<file path="config.mk">
export PLATFORM = sky130hd
export DESIGN_NAME = text_encoding_sniffer
export DESIGN_NICKNAME = d
export VERILOG_FILES = /design/src/rtl/tes_pkg.sv /design/src/rtl/text_encoding_sniffer.sv /design/src/rtl/tes_classifier.sv
export SDC_FILE = /design/constraint.sdc
export NUM_CORES = 1
export LEC_CHECK = 0
export BUFFER_PORTS_ARGS = -buffer_cell sky130_fd_sc_hd__clkbuf_2
export CORE_MARGIN = 5
export CORE_UTILIZATION = 60
export CTS_BUF_LIST = sky130_fd_sc_hd__clkbuf_16
export CTS_CLUSTER_SIZE = 8
export DETAILED_ROUTE_END_ITERATION = 12
export PLACE_DENSITY = 0.9
export SLEW_MARGIN = 20
export SYNTH_ARGS = -nofsm -noshare
export SYNTH_HDL_FRONTEND = slang
export SYNTH_SLANG_ARGS = --single-unit
</file>
<file path="constraint.sdc">
create_clock -name clk_i -period 3.49 [get_ports clk_i]
set_input_delay 0.349 -clock clk_i [delete_from_list [all_inputs] [get_ports clk_i]]
set_output_delay 0.349 -clock clk_i [all_outputs]
set_load 0.02 [all_outputs]
</file>
<file path="src/rtl/tes_pkg.sv">
// shared types and constants of the text encoding sniffer
package tes_pkg;

  typedef enum logic [2:0] {
    ENC_ASCII    = 3'd0,
    ENC_UTF8     = 3'd1,
    ENC_UTF32BE  = 3'd2,
    ENC_UTF32LE  = 3'd3,
    ENC_LATIN1   = 3'd4,
    ENC_EXTENDED = 3'd5,
    ENC_UNKNOWN  = 3'd6
  } encoding_e;

  typedef struct packed {
    logic [7:0] data_byte;
    logic       last_byte;
  } item_t;

  typedef struct packed {
    encoding_e encoding;
    logic      has_bom;
  } result_t;

  localparam logic [31:0] LimitReset = 32'd150000;
  localparam logic [31:0] Bom32Word  = 32'h0000_feff;
  localparam logic [23:0] Utf8Bom    = 24'hef_bb_bf;
  localparam int unsigned OutPadBits = 4;

endpackage

</file>
<file path="src/rtl/text_encoding_sniffer.sv">
// top level of the text encoding sniffer: input, config and result registers
//
// a file enters on the slave stream one byte per transaction, tlast on the
// final byte. every byte runs through all encoding tests at once; only the
// final byte yields a transaction on the master stream, holding the encoding
// code and the byte-order mark flag.
// the code point limit for the utf-32 tests is written on the cfg channel,
// which is always ready; write it only while no file is in flight.
// throughput: one byte per cycle, set by the single test stage between the
// input register and the result register.
// the final byte passes the input register and then the result register,
// from which the master stream offers the result.
// a stalled master side holds the result; one more file's bytes keep
// flowing until its own final byte waits in the input register.
// reset clears all running tests, empties both registers and sets the
// limit to 150000; tready stays low while reset is asserted.
module text_encoding_sniffer (
  input  logic        clk_i,
  input  logic        rst_ni,
  input  logic        s_axis_tvalid,
  output logic        s_axis_tready,
  input  logic [7:0]  s_axis_tdata,   // data_byte
  input  logic        s_axis_tlast,   // last_byte
  output logic        m_axis_tvalid,
  input  logic        m_axis_tready,
  output logic [7:0]  m_axis_tdata,   // encoding [2:0], has_bom [3], zero [7:4]
  input  logic        cfg_valid_i,
  output logic        cfg_ready_o,
  input  logic [31:0] cfg_data_i
);

  logic             rdy_q;
  logic             in_vld_q, in_vld_d;
  tes_pkg::item_t   in_q;
  logic             out_vld_q, out_vld_d;
  tes_pkg::result_t out_q;
  logic [31:0]      limit_q;
  logic             adv;
  logic             in_xact;
  tes_pkg::result_t result;

  assign adv = in_vld_q && (!in_q.last_byte || !out_vld_q || m_axis_tready);
  assign s_axis_tready = rdy_q && (!in_vld_q || adv);
  assign in_xact = s_axis_tvalid && s_axis_tready;
  assign cfg_ready_o = 1'b1;

  always_comb begin
    in_vld_d = in_vld_q;
    if (in_xact) begin
      in_vld_d = 1'b1;
    end else if (adv) begin
      in_vld_d = 1'b0;
    end
    out_vld_d = out_vld_q;
    if (adv && in_q.last_byte) begin
      out_vld_d = 1'b1;
    end else if (m_axis_tready) begin
      out_vld_d = 1'b0;
    end
  end

  tes_classifier u_classifier (
    .clk_i    (clk_i),
    .rst_ni   (rst_ni),
    .step_i   (adv),
    .item_i   (in_q),
    .limit_i  (limit_q),
    .result_o (result)
  );

  always_ff @(posedge clk_i or negedge rst_ni) begin
    if (!rst_ni) begin
      rdy_q     <= 1'b0;
      in_vld_q  <= 1'b0;
      out_vld_q <= 1'b0;
      limit_q   <= tes_pkg::LimitReset;
    end else begin
      rdy_q     <= 1'b1;
      in_vld_q  <= in_vld_d;
      out_vld_q <= out_vld_d;
      if (cfg_valid_i) begin
        limit_q <= cfg_data_i;
      end
    end
  end

  always_ff @(posedge clk_i) begin
    if (in_xact) begin
      in_q.data_byte <= s_axis_tdata;
      in_q.last_byte <= s_axis_tlast;
    end
    if (adv && in_q.last_byte) begin
      out_q <= result;
    end
  end

  assign m_axis_tvalid = out_vld_q;
  assign m_axis_tdata  = {{tes_pkg::OutPadBits{1'b0}}, out_q.has_bom, out_q.encoding};

endmodule

</file>
<file path="src/rtl/tes_classifier.sv">
// running per-file encoding tests and the final decision
module tes_classifier (
  input  logic              clk_i,
  input  logic              rst_ni,
  input  logic              step_i,
  input  tes_pkg::item_t    item_i,
  input  logic [31:0]       limit_i,
  output tes_pkg::result_t  result_o
);

  logic        ascii_ok_q, ascii_ok_d;
  logic        latin1_ok_q, latin1_ok_d;
  logic        extended_ok_q, extended_ok_d;
  logic        utf8_ok_q, utf8_ok_d;
  logic [1:0]  pend_q, pend_d;
  logic [2:0]  pos_q, pos_d;
  logic [23:0] header_q, header_d;
  logic [23:0] word_q, word_d;
  logic        big_ok_q, big_ok_d;
  logic        little_ok_q, little_ok_d;
  logic [1:0]  phase_q, phase_d;
  logic        big_bom_q, big_bom_d;
  logic        little_bom_q, little_bom_d;

  logic [7:0]  b;
  logic        is_ascii;
  logic        is_cont;
  logic [31:0] big_word;
  logic [31:0] little_word;
  logic        big_valid;
  logic        little_valid;
  logic        whole;
  tes_pkg::result_t result;

  assign b           = item_i.data_byte;
  assign big_word    = {word_q, b};
  assign little_word = {b, word_q[7:0], word_q[15:8], word_q[23:16]};
  assign is_cont     = (b[7:6] == 2'b10);
  assign is_ascii    = (b >= 8'd32 && b < 8'd127) || (b >= 8'd7 && b < 8'd14) ||
                       (b == 8'd133);

  // next running state for one byte
  always_comb begin
    ascii_ok_d    = ascii_ok_q && is_ascii;
    latin1_ok_d   = latin1_ok_q && (is_ascii || b >= 8'd160);
    extended_ok_d = extended_ok_q && (is_ascii || b >= 8'd128);
    utf8_ok_d     = utf8_ok_q;
    pend_d        = pend_q;
    if (pend_q != 2'd0) begin
      if (!is_cont) begin
        utf8_ok_d = 1'b0;
      end
      pend_d = pend_q - 2'd1;
    end else if (b[7]) begin
      if (b[7:5] == 3'b110) begin
        pend_d = 2'd1;
      end else if (b[7:4] == 4'b1110) begin
        pend_d = 2'd2;
      end else if (b[7:3] == 5'b11110) begin
        pend_d = 2'd3;
      end else begin
        utf8_ok_d = 1'b0;
      end
    end

    word_d       = word_q;
    phase_d      = phase_q;
    big_ok_d     = big_ok_q;
    little_ok_d  = little_ok_q;
    big_bom_d    = big_bom_q;
    little_bom_d = little_bom_q;
    big_valid    = big_word < limit_i;
    little_valid = little_word < limit_i;
    if (phase_q != 2'd3) begin
      word_d  = {word_q[15:0], b};
      phase_d = phase_q + 2'd1;
    end else begin
      if (pos_q == 3'd3) begin
        big_bom_d    = (big_word == tes_pkg::Bom32Word);
        little_bom_d = (little_word == tes_pkg::Bom32Word);
        big_valid    = big_valid || big_bom_d;
        little_valid = little_valid || little_bom_d;
      end
      big_ok_d    = big_ok_q && big_valid;
      little_ok_d = little_ok_q && little_valid;
      word_d      = 24'd0;
      phase_d     = 2'd0;
    end

    header_d = header_q;
    if (pos_q < 3'd3) begin
      header_d = {header_q[15:0], b};
    end
    pos_d = pos_q;
    if (pos_q != 3'd7) begin
      pos_d = pos_q + 3'd1;
    end
  end

  // decision on the final byte
  always_comb begin
    whole = (phase_d == 2'd0);
    result.has_bom = 1'b0;
    if (ascii_ok_d) begin
      result.encoding = tes_pkg::ENC_ASCII;
    end else if (utf8_ok_d && pend_d == 2'd0 && pos_d >= 3'd3 &&
                 header_d == tes_pkg::Utf8Bom) begin
      result.encoding = tes_pkg::ENC_UTF8;
      result.has_bom  = 1'b1;
    end else if (utf8_ok_d && pend_d == 2'd0) begin
      result.encoding = tes_pkg::ENC_UTF8;
    end else if (whole && big_ok_d && big_bom_d) begin
      result.encoding = tes_pkg::ENC_UTF32BE;
      result.has_bom  = 1'b1;
    end else if (whole && little_ok_d && little_bom_d) begin
      result.encoding = tes_pkg::ENC_UTF32LE;
      result.has_bom  = 1'b1;
    end else if (whole && big_ok_d) begin
      result.encoding = tes_pkg::ENC_UTF32BE;
    end else if (whole && little_ok_d) begin
      result.encoding = tes_pkg::ENC_UTF32LE;
    end else if (latin1_ok_d) begin
      result.encoding = tes_pkg::ENC_LATIN1;
    end else if (extended_ok_d) begin
      result.encoding = tes_pkg::ENC_EXTENDED;
    end else begin
      result.encoding = tes_pkg::ENC_UNKNOWN;
    end
  end

  assign result_o = result;

  always_ff @(posedge clk_i or negedge rst_ni) begin
    if (!rst_ni) begin
      ascii_ok_q    <= 1'b1;
      latin1_ok_q   <= 1'b1;
      extended_ok_q <= 1'b1;
      utf8_ok_q     <= 1'b1;
      pend_q        <= 2'd0;
      pos_q         <= 3'd0;
      header_q      <= 24'd0;
      word_q        <= 24'd0;
      big_ok_q      <= 1'b1;
      little_ok_q   <= 1'b1;
      phase_q       <= 2'd0;
      big_bom_q     <= 1'b0;
      little_bom_q  <= 1'b0;
    end else if (step_i) begin
      if (item_i.last_byte) begin
        // start over for the next file
        ascii_ok_q    <= 1'b1;
        latin1_ok_q   <= 1'b1;
        extended_ok_q <= 1'b1;
        utf8_ok_q     <= 1'b1;
        pend_q        <= 2'd0;
        pos_q         <= 3'd0;
        header_q      <= 24'd0;
        word_q        <= 24'd0;
        big_ok_q      <= 1'b1;
        little_ok_q   <= 1'b1;
        phase_q       <= 2'd0;
        big_bom_q     <= 1'b0;
        little_bom_q  <= 1'b0;
      end else begin
        ascii_ok_q    <= ascii_ok_d;
        latin1_ok_q   <= latin1_ok_d;
        extended_ok_q <= extended_ok_d;
        utf8_ok_q     <= utf8_ok_d;
        pend_q        <= pend_d;
        pos_q         <= pos_d;
        header_q      <= header_d;
        word_q        <= word_d;
        big_ok_q      <= big_ok_d;
        little_ok_q   <= little_ok_d;
        phase_q       <= phase_d;
        big_bom_q     <= big_bom_d;
        little_bom_q  <= little_bom_d;
      end
    end
  end

endmodule

</file>
== Word level (Yosys, flattened, before mapping) ==
Index checks and enable logic that the tools add are counted.

* Flip-flop bits (word level): 111
* Latch bits: 0
* Memory bits (read-only): 0
* Bits in writable memories: 0
* Memories: 0
* Output and inout port bits: 11

* Equality and inequality tests: 11
* Muxes and demuxes: 52
* Add/subtract/negate cells: 3
* Div/mod/pow operators: 0
* Multiply operators: 0
* $lt $le $gt $ge: 10
* Bitwise operators: 0
* Shifts and indexed selects: 0
* Reduce and logical (&&, ||, !) cells: 37

{| class="wikitable"
|+ Operator list
! operator !! count
|-
| 2-to-1 mux 24 bit || 4
|-
| equality test 32 x 16 -> 1 bit (second input constant) || 2
|-
| less-than comparator 32 bit || 2
|-
| 2-to-1 mux 1 bit || 31
|-
| 2-to-1 mux 2 bit || 14
|-
| equality test 24 bit (second input constant) || 1
|-
| logical AND 1 bit || 18
|-
| >= comparator 8 bit (second input constant) || 2
|-
| logical OR 1 bit || 9
|-
| 2-to-1 mux 3 bit || 3
|-
| equality test 8 bit (second input constant) || 1
|-
| >= comparator 8 x 3 -> 1 bit (second input constant) || 1
|-
| >= comparator 8 x 6 -> 1 bit (second input constant) || 1
|-
| less-than comparator 8 x 4 -> 1 bit (second input constant) || 1
|-
| less-than comparator 8 x 7 -> 1 bit (second input constant) || 1
|-
| OR reduction 7 bit || 1
|-
| nonzero test 2 bit || 3
|-
| equality test 5 bit (second input constant) || 1
|-
| equality test 4 bit (second input constant) || 1
|-
| logical NOT 2 bit || 2
|-
| adder 3 x 1 -> 3 bit (second input constant) || 1
|-
| equality test 3 x 2 -> 1 bit (second input constant) || 1
|-
| equality test 3 bit (second input constant) || 1
|-
| >= comparator 3 x 2 -> 1 bit (second input constant) || 1
|-
| 8 further kinds || 10
|}

== Longest topological paths before layout ==
Gate-level depths: netlist of the first run.

* Word-level depth: 14
* Depth in mapped cells: 9
* Gate-level depth less buffers: 9

== Hierarchy ==
From an unflattened synthesis of the first run, not the netlist that was laid out.

* Cells, all modules: 577
* Area, all modules: 6283.5 µm²

{| class="wikitable"
|+ Modules (own cells, without submodules)
! module !! sequential area each (µm²) !! area each (µm²) !! times used !! cells an instance
|-
| tes_classifier || 1584.0 || 4361.7 || 1 || 476
|-
| text_encoding_sniffer || 1276.2 || 1921.8 || 1 || 101
|}

== Least setup slack after synthesis of the first run ==
OpenSTA, ideal clock, no wires.

* Path kind: register -> register
* From: register u_classifier.word_q[11]
* To: register out_q (netlist bit m_axis_tdata[2]), data pin
* Path slack: 0.926 ns
* Data arrival time: 2.311 ns
* Period minus slack after synthesis: 2.564 ns
* Stages on the path, launching flop included: 7
* Setup time: 0.254 ns
* Cell sequence: dfrtp_1 > or4b_1 > or4_4 > or3_1 > a211o_1 > nor2b_1 > nor2b_1

* Longest elaborated chain between the ends: 9

{| class="wikitable"
|+ RTL lines
! what !! line !! text
|-
| start: declaration || tes_classifier.sv:18 || <nowiki>logic [23:0] word_q, word_d;</nowiki>
|-
| start signal: assignment || tes_classifier.sv:172 || <nowiki>word_q <= word_d;</nowiki>
|-
| less-than comparator 32 bit, or another cell as far along || tes_classifier.sv:73 || <nowiki>little_valid = little_word < limit_i;</nowiki>
|-
| logical OR 1 bit, on equally long branches || tes_classifier.sv:82, tes_classifier.sv:81 ||
|-
| 2-to-1 mux 1 bit || tes_classifier.sv:78 || <nowiki>if (pos_q == 3'd3) begin</nowiki>
|-
| 2-to-1 mux 1 bit || tes_classifier.sv:74 || <nowiki>if (phase_q != 2'd3) begin</nowiki>
|-
| logical AND 1 bit, on equally long branches || tes_classifier.sv:85, tes_classifier.sv:84 ||
|-
| 2-to-1 mux 1 bit || tes_classifier.sv:74 ||
|-
| logical AND 1 bit, on equally long branches || - ||
|-
| logical AND 1 bit, on equally long branches || tes_classifier.sv:115, tes_classifier.sv:112 ||
|-
| OR reduction 7 bit (no source line) * || - ||
|-
| end signal: assignment || text_encoding_sniffer.sv:93 || <nowiki>out_q <= result;</nowiki>
|-
| end: declaration || text_encoding_sniffer.sv:36 || <nowiki>tes_pkg::result_t out_q;</nowiki>
|}

Mark *: on every way between the ends. The rest lies on a longest branch, timed or not. The select of a mux whose other input is x is not followed.
A chain may end at the register's enable or synchronous reset.

== Worst setup path after layout of the first run ==
* From: register in_q[2] (netlist name)
* To: register out_q (netlist bit m_axis_tdata[2]), data pin

* Longest elaborated chain between the ends: 9

{| class="wikitable"
|+ RTL lines
! what !! line !! text
|-
| start: declaration || text_encoding_sniffer.sv:34 || <nowiki>tes_pkg::item_t in_q;</nowiki>
|-
| less-than comparator 32 bit, or another cell as far along || tes_classifier.sv:73 ||
|-
| logical OR 1 bit, on equally long branches || tes_classifier.sv:82, tes_classifier.sv:81 ||
|-
| 2-to-1 mux 1 bit || tes_classifier.sv:78 ||
|-
| 2-to-1 mux 1 bit || tes_classifier.sv:74 ||
|-
| logical AND 1 bit, on equally long branches || tes_classifier.sv:85, tes_classifier.sv:84 ||
|-
| 2-to-1 mux 1 bit || tes_classifier.sv:74 ||
|-
| logical AND 1 bit, on equally long branches || - ||
|-
| logical AND 1 bit, on equally long branches || tes_classifier.sv:115, tes_classifier.sv:112 ||
|-
| OR reduction 7 bit (no source line) * || - ||
|}

Marked as above.

==> results of run 1 <==
==> through the flow <==
| step | area (sq um) | hold slack, ns | std cells |
|---|---|---|---|
| final | 6913 | 0.07273 | 871 |
| after CTS | 6910 | 0.09225 | 871 |
| after global routing | 6913 | 0.1493 | 871 |
| after global placement | 6636 | 0.4525 | 855 |
| after floorplan | 6292 | 0.05341 | 692 |
| after detailed placement | 6636 | 0.4480 | 855 |
==> power groups by stage <==
stage                     logic, mW  registers, mW  clock network (mW)
after floorplan               0.458           1.60                   0
after global placement        0.604           1.65                   0
after detailed placement      0.645           1.66                   0
after CTS                     0.651           1.64               0.979
after global routing          0.745           1.66                1.03
final                         0.658           1.65               0.962
==> state kept, by name, summed over array words and instances, names as in the netlist, 2 cells and up <==
signal / cells
u_classifier.pend_q: 2
u_classifier.phase_q: 2
in_q: 9
m_axis_tdata: 4
u_classifier.pos_q: 3
limit_q: 32
u_classifier.header_q: 24
u_classifier.word_q: 24
==> worst max-delay path by stage <==
stage,start,endpoint,slack [ns]
2_1_floorplan,u_classifier.word_q[11],m_axis_tdata[2],0.93
3_3_place_gp,u_classifier.word_q[11],m_axis_tdata[2],0.79
3_5_place_dp,u_classifier.word_q[11],m_axis_tdata[2],0.74
4_1_cts,u_classifier.word_q[11],m_axis_tdata[2],0.74
5_1_grt,in_q[8],m_axis_tdata[2],0.59
6_report,in_q[2],m_axis_tdata[2],0.70
==> cell usage in the layout (no fill, tap or decap), drive strengths merged, types with 14 or more instances in the layout <==
cell type,count
a21oi,31
clkbuf,59
o21ai,76
ha,64
nand4,16
a22oi,19
dfrtp,84
nand3,37
inv,43
nor2,14
nand2,146
dfstp,14
==> kinds of logic (layout without fill, tap and decap cells) <==
group	Yosys count	after routing	share of synthesized area, %
AO/OA/AOI/OAI	170	170	16.62
flip-flops	111	111	45.57
AND/OR/NAND/NOR	268	268	20.03
multiplexers	2	2	0.3388
adder cells (fa/ha/maj)	64	64	12.76
other	2	6	0.1196
buffers and inverters	71	114	4.564
==> metal layers <==
layer | up-vias | track usage (%)
li1 | 2538 | -
met1 | 2632 | 37.70
met2 | 264 | 40.01
met3 | 40 | 4.259
met4 | 0 | 10.90
met5 | - | 0
==> worst max-delay path, delay by kind of cell, from the launching register on <==
kind	cells	cell delay (ns)
adders and majority gates	1	0.36
and+or+nand+nor	2	0.31
AOI/OAI and AO/OA	4	1.32
DFF	1	0.56
==> layout make-up <==
type / count / area [sq um] / share of cell area [%]
flip-flops and latches: 111 / 2860 / 41.38
inverters: 40 / 150.1 / 2.172
clock buffers: 9 / 225.2 / 3.258
clock inverters: 7 / 48.80 / 0.7059
well taps: 136 / 170.2 / 2.462
multi-input cells: 510 / 3148 / 45.54
repair buffers: 58 / 310.3 / 4.489
==> metrics, run 1 <==
P per Cell Area roughly 470 mW/mm^2; Util after Layout 67.26%; GR Overflow Total 0; sequential share of power 50.4%; Max Buffers Root-to-Sink 2; ys flop type dfrtp_1; Net Sw Frac 32.27%; wire length per cell roughly 19 um; Post-synth top cells nand2_1 (146), dfrtp_1 (84), o21ai_0 (75); uppermost layer routed met4; Ys Warns 0; worst path arrival time 2.91 ns; Avg Vias per Cell 6.285; Net Sw Power about 1.1 mW; top-count cell post-synth nand2_1; pin slew with the least headroom to its limit roughly 1.0 ns; DP HPWL 11.70 mm; setup ws final 0.6966 ns; Port Buffer Count 51; Critical R2R Launch in_q[2]; htree depth 3; largest net degree at the start of global routing 64; Logic pwr share about a fifth; Worst R2R End m_axis_tdata[2]; overall routing resource usage 26.32%; Fmax 0.3580 GHz; internal power 2.212 mW; R2R depth 7; leakage around 3.3 nW; IO Pins between 50 and 60; root buffer cell clkbuf_16; Max Cap Viol 0; via count about 5.5k; Setup Buffers After CTS 0; Netlist cell types 57; clk slew on worst S/H paths 0.07 ns; most frequent CP cell nor2b_1; final worst path period need 2.793 ns; final wirelength between 15 and 20 mm; total power 3.267 mW; Hold Path Class primary input to async pin; Post-synth ARST share 88.29%; DRC Markers 0; Die Height 112.3 um; die area 0.01261 sq mm; vias in the first global route 5,332; CP peak stage delay 0.56 ns; EDFF count, synth 13; M1 WL 7.115 mm; routed wl met3 1.206 mm; final net count 840; CORE AREA approximately 0.01 sq mm; R2R setup slack 0.70 ns; top post-synthesis cells by area dfrtp_1 (33%), ha_1 (13%), nand2_1 (8.7%); worst-path fanout max 8; # rows 37; pre-CTS setup slack 0.7365 ns; CTS resizes 0; worst-path cell chain ha_1 > a2111o_1 > a311oi_1 > a211oi_1 > a211o_1 > nor2b_1 > nor2b_1; critical path's slowest cell edfxtp_1; Hold Vio Cnt, Final 0; Synth area leader dfrtp_1; flops & latches, synth approximately 110; Routability Congestion 0.9895; CP startpoint kind register; number of CTS-inserted buffers 9; mean post-synth cell area 9.124 sq um; CP Capture Type register; Mapped Area 0.006277 sq mm; Die W around 110 um; fin. max-slew vios 0; first-pass GRT wire length roughly 27 mm; initial antenna violation count 0; register area share after synthesis 45.57%; FILL cells 841; Clock Skew between 0.006 and 0.007 ns; worst vdd ir between 400 and 500 uV; Hold-fix buffers, CTS 0; Clk network pwr share 29.5%; area share of the largest cell type after synthesis between 30% and 40%; WS Path Type register to register; Starting Density 61.08%; synth-to-layout area growth 10.13%; Req. time, crit path roughly 3.6 ns; period utilization 80.04%; ant diodes 0; DRT iter0 DRCs 586; Cells after Synth 688; Sink Count 111; DR WL met2 7.454 mm; setup_tns 0 ns; status completed; Detail Route Antenna Nets 0; RSZ-0062 raised after global routing false; TritonCTS clock tree done; fraction of layout cells with a size suffix above 1 12.11%; Setup-failing EPs final 0; Slew HR roughly a third; TritonRoute pass-1 iters 7; Clk Latency, worst-skew pair 0.36 ns
Note: power is estimated with default switching activity, not from simulation.
==> run 2, diff against run 1 <==
==> constraint.sdc (replaced) <==
create_clock -name clk_i -period 2.7 [get_ports clk_i]
set_input_delay 0.27 -clock clk_i [delete_from_list [all_inputs] [get_ports clk_i]]
set_output_delay 0.27 -clock clk_i [all_outputs]
set_load 0.02 [all_outputs]
==> metrics, run 2 (synthesized netlist as in run 1, its figures left out) <==
status completed; period utilization 99.63%; DRT iter0 DRCs between 700 and 800; GR Overflow Total 0; clk slew on worst S/H paths 0.08 ns; fraction of layout cells with a size suffix above 1 15.44%; wire length per cell 18.55 um; max FFs per register 32; fin. max-slew vios 0; Clock Skew 0.008738 ns; # rows 37; first-pass GRT wire length roughly 27 mm; worst-path fanout max 3; worst path arrival time 2.81 ns; root buffer cell clkbuf_16; pin slew with the least headroom to its limit about 0.69 ns; Top Registers limit_q: 32 flops, u_classifier.header_q: 24 flops, u_classifier.word_q: 24 flops; number of CTS-inserted buffers 9; commonest non-fill, non-tap cell in the layout nand2_1; Fmax 0.3718 GHz; Detail Route Antenna Nets 0; Post-Layout Cell Count around 890; Die W 112.3 um; initial antenna violation count 0; CORE AREA 0.01028 sq mm; Routability Congestion 0.9854; DRC Markers 0; Slew HR 53.93%; placed insts approximately 900; overall routing resource usage 26.68%; Hold Path Class primary input to register; Clk Latency, worst-skew pair 0.36 ns; Sink Count approximately 110; most frequent CP cell nor2b_1; Starting Density 61.08%; leakage 3.433 nW; synth-to-layout area growth 13.89%; Util after Layout 69.56%; Multi-input gate area 0.003171 sq mm; worst-path cell chain inv_1 > ha_1 > a211oi_1 > nor4_1 > a311oi_1 > a21oi_1 > nor3_1 > buf_4 > nor2b_1 > nor2b_1; IO Pins 57; Setup Buffers After CTS 0; critical path's slowest cell dfstp_2; final hold slack roughly 0.075 ns; CP Capture Type register; die area around 0.013 sq mm; WS Path Type register to register; DP HPWL 12.03 mm; Die Height ~110 um; Req. time, crit path 2.82 ns; worst vdd ir 312.2 uV; Final Cell Area 0.007149 sq mm; TritonRoute pass-1 iters 6; CP startpoint kind register; Max Cap Viol 0; R2R depth 10; FILL cells 758; Reg with most FFs limit_q; Avg Vias per Cell 6.298; CP bufs+invs 2; area post-placement approximately 0.0068 sq mm; CP peak stage delay 0.53 ns; htree depth 3; FF+latch area 0.002860 sq mm; P per Cell Area 612.6 mW/mm^2; final net count 863; via count 5,630; WHS Path Cells 1; delay-heaviest family, CP compound AO/OA/AOI/OAI gates; Port Buffer Count 51; ant diodes 0; RSZ-0062 raised after global routing true; final wirelength roughly 17 mm; setup ws final between 0.01 and 0.015 ns; Setup-failing EPs final 0; Hold Vio Cnt, Final 0; largest net degree at the start of global routing 57; most frequent cells in the layout nand2_1 (146), dfrtp_1 (84), o21ai_0 (75); vias in the first global route 5,380; pre-CTS setup slack 0.05327 ns; final worst path period need 2.690 ns; TritonCTS clock tree done; Max Buffers Root-to-Sink 2; Levels on crit path 10
[run 2: area by class of cell]
class	instances	share of cell area, %
Clock buffer	9	3.150
Clock inverter	7	1.050
Inverter	40	2.100
Multi-Input combinational cell	510	44.35
Sequential cell	111	40.01
Tap cell	136	2.380
Timing Repair Buffer	81	6.965
[run 2: metal layers]
metal	GRT usage [%]	up-vias	wire length (um)
met5	0	-	0
met1	37.88	2662	7081
met4	10.74	0	459
met2	40.64	326	7384
li1	-	2594	-
met3	4.960	48	1663
[run 2: metrics by stage]
step / total power, mW / setup TNS, ns
after floorplan: 2.664 / 0
after global placement: 2.954 / 0
after detailed placement: 3.017 / 0
after CTS: 4.354 / 0
after global routing: 4.602 / -0.05356
final: 4.380 / 0
[run 2: what timing repair did]
action                                  in CTS  in global routing
endpoints found under the hold margin       36                  0
hold buffers                                 1                  0
endpoints found under the setup margin       0                  4
gates resized for setup                      0                  4
[run 2: path summary, 6_finish.rpt]
path                                              start  slack, ns                       to
worst max-delay path                         limit_q[5]       0.01          m_axis_tdata[2]
worst min-delay path                    s_axis_tdata[0]       0.08                  in_q[1]
worst max register to register               limit_q[5]       0.01          m_axis_tdata[2]
worst min register to register  u_classifier.ascii_ok_q       0.47  u_classifier.ascii_ok_q
max in group asynchronous                        rst_ni       1.53               limit_q[5]
min in group asynchronous                        rst_ni       0.44  u_classifier.word_q[22]
[run 2: worst reg2reg max path, delay by kind of cell, from the launching register on]
family	cells	cell delay, ns
simple gates	4	0.49
compound gates	3	0.87
flops	1	0.53
fa+ha+maj	1	0.32
buf+inv	2	0.24
[run 2: report_power, final]
part	switching [mW]	leakage [nW]	total [mW]	internal, mW
logic	0.559	1.92	0.920	0.362
clock network	0.690	0.148	1.35	0.658
registers	0.207	1.37	2.11	1.90
==> run 3, diff against run 2 <==
--- a/config.mk
+++ b/config.mk
@@ -5,6 +5,7 @@
 export SDC_FILE = /design/constraint.sdc
 export NUM_CORES = 1
 export LEC_CHECK = 0
+export ABC_AREA = 1
 export BUFFER_PORTS_ARGS = -buffer_cell sky130_fd_sc_hd__clkbuf_2
 export CORE_MARGIN = 5
 export CORE_UTILIZATION = 60
==> metrics, run 3 <==
delay-heaviest family, CP simple AND/OR/NAND/NOR gates; TritonRoute pass-1 iters 7; largest net degree at the start of global routing 99; Net Sw Frac 33.25%; final net count around 930; final wirelength 15.64 mm; number of CTS-inserted buffers 9; Netlist cell types 39; ys flop type dfrtp_1; final hold slack 0.09095 ns; root buffer cell clkbuf_16; Post-Layout Cell Count ~960; Setup-failing EPs final 0; RSZ-0062 raised after global routing false; IO Pins 57; WHS Path Cells 1; P per Cell Area 610.7 mW/mm^2; CP bufs+invs 2; register area share after synthesis 44.27%; Req. time, crit path 2.93 ns; DR WL met2 between 7 and 8 mm; Reg with most FFs limit_q; initial antenna violation count 0; Mapped Area 0.006461 sq mm; CP startpoint limit_q[7]; Clk Latency, worst-skew pair 0.36 ns; CORE AREA 0.01042 sq mm; Post-synth ARST share 88.29%; internal power 2.885 mW; Post-synth top cells nand2_1 (183), inv_1 (102), o21ai_0 (95); commonest non-fill, non-tap cell in the layout nand2_1; worst path arrival time 2.62 ns; uppermost layer routed met4; DRC Markers 0; CP peak stage delay 0.52 ns; GR Overflow Total 0; Port Buffer Count 51; most frequent cells in the layout nand2_1 (183), inv_1 (104), o21ai_0 (95); sequential share of power 47.4%; Clock Skew approximately 0.0084 ns; Hold EP in_q[3]; Critical R2R Launch limit_q[7]; Net Sw Power 1.437 mW; Slew HR 49.94%; fin. max-slew vios 0; Logic pwr share 23.8%; Max Buffers Root-to-Sink 2; Detail Route Antenna Nets 0; mean post-synth cell area 8.305 sq um; placed insts 945; Avg Vias per Cell 5.756; area share of the largest cell type after synthesis roughly 33%; final worst path period need approximately 2.4 ns; die area 0.01294 sq mm; Clk network pwr share roughly 29%; Max Cap Viol 0; Ys Warns 0; Routability Congestion between 0.9 and 1; status completed; via count 5,537; period utilization roughly nine tenths; Die W 113.8 um; TritonCTS clock tree done; pin slew with the least headroom to its limit about 0.75 ns; htree depth 3; first-pass GRT wire length 25.90 mm; Synth area leader dfrtp_1; top post-synthesis cells by area dfrtp_1 (33%), ha_1 (12%), nand2_1 (11%); # rows 37; vias in the first global route 5,269; Hold Vio Cnt, Final 0; ant diodes 0; critical path's slowest cell dfstp_2; hold wc startpoint s_axis_tdata[2]; DRT iter0 DRCs about 580; worst-path fanout max 4; setup_tns 0 ns; Hold Path Class primary input to register; Sink Count 111; EDFF count, synth 13; Top Registers limit_q: 32 flops, u_classifier.header_q: 24 flops, u_classifier.word_q: 24 flops; R2R setup slack roughly 0.31 ns; CP Capture Type register; R2R depth 16; most frequent CP cell nand2_1; Setup Buffers After CTS 0; Fmax 0.4188 GHz; top-count cell post-synth nand2_1; Die Height 113.8 um; WS Path Type register to register; DP HPWL 10.99 mm; routed wl met3 1.177 mm; flops & latches, synth between 100 and 150; CP startpoint kind register; Starting Density 62.03%; Cells after Synth between 700 and 800; M1 WL 6.829 mm; worst vdd ir 289.3 uV; Worst R2R End m_axis_tdata[0]; max FFs per register 32; wire length per cell between 15 and 20 um; synth-to-layout area growth 9.528%; leakage roughly 3.5 nW; overall routing resource usage 24.92%; clk slew on worst S/H paths about 0.080 ns; fraction of layout cells with a size suffix above 1 around an eighth; worst-path cell chain inv_1 > ha_1 > a21oi_1 > o21a_1 > nand2_1 > nand2_1 > nand2_1 > nand2_1 > nand2_1 > nand2_1 > nand3_1 > nor2_1 > nand2_1 > nand3_1 > nand2_1 > inv_1
[run 3: changes by cell type in the layout (fill, tap and decap cells not counted), moves of 7 or more]
cell	previous run	this run
inv_1	40	104
nand2b_1	7	0
o21ai_0	75	95
o22ai_1	0	21
nor2_1	13	33
nor2b_1	7	0
nand2_1	146	183
a21oi_1	31	39
a22oi_1	19	0
buf_4	29	5
nand3_1	37	27
[run 3: cell families after synthesis]
| kind of cell | count (synthesis) | synth area share [%] |
|---|---|---|
| and+or+nand+nor | 291 | 19.87 |
| AOI/OAI and AO/OA | 173 | 14.47 |
| buffers and inverters | 136 | 8.714 |
| DFF | 111 | 44.27 |
| adders and majority gates | 64 | 12.39 |
| other | 2 | 0.1162 |
| muxes | 1 | 0.1743 |
[run 3: layer usage]
layer  vias to the layer above  global-route usage, %
li1                       2685                      -
met1                      2558                  34.45
met2                       250                  38.99
met3                        44                  5.729
met4                         0                  8.314
met5                         -                      0
[run 3: worst reg2reg max path: cells and delay by family (launching register included)]
kind                     cells  cell delay (ns)
AO/OA/AOI/OAI                2             0.34
adder cells (fa/ha/maj)      1             0.34
buffers and inverters        2             0.13
flip-flops                   1             0.52
AND/OR/NAND/NOR             11             0.95
[run 3: worst max-delay path by stage]
stage / to / slack (ns) / cells after the start
global placement: m_axis_tdata[0] / 0.50 / 15
CTS: m_axis_tdata[0] / 0.36 / 16
detailed placement: m_axis_tdata[0] / 0.42 / 14
floorplan: m_axis_tdata[0] / 0.70 / 14
finish: m_axis_tdata[0] / 0.31 / 16
global route: m_axis_tdata[0] / 0.06 / 14
[run 3: layout make-up]
type,count,area [sq um]
fillers,832,3339
multi-input cells,535,3053
flip-flops and latches,111,2860
inverters,107,401.6
repair buffers,57,317.8
clock buffers,9,225.2
well taps,136,170.2
clock inverters,7,48.80
[run 3: per-stage QoR]
step | power (mW) | setup WS [ns] | instance area (sq um) | util (%)
2_1_floorplan | 2.773 | 0.6964 | 6476 | -
3_3_place_gp | 3.016 | 0.5044 | 6793 | 65.21
3_5_place_dp | 3.063 | 0.4175 | 6793 | 65.21
4_1_cts | 4.308 | 0.3615 | 7077 | 67.94
5_1_grt | 4.573 | 0.05522 | 7077 | 67.94
6_report | 4.322 | 0.3120 | 7077 | 67.94
[run 3: what timing repair did]
item | 4_1_cts | 5_1_grt
hold buffers | 1 | 0
endpoints found under the hold margin | 12 | 0
gates resized for setup | 0 | 0
[run 3: power by group through the flow]
stage	Combinational [mW]	Sequential, mW	Clock (mW)
4_1_cts	1.02	2.04	1.25
6_report	1.03	2.05	1.25
3_5_place_dp	0.993	2.07	0
3_3_place_gp	0.952	2.06	0
2_1_floorplan	0.750	2.02	0
5_1_grt	1.18	2.06	1.33
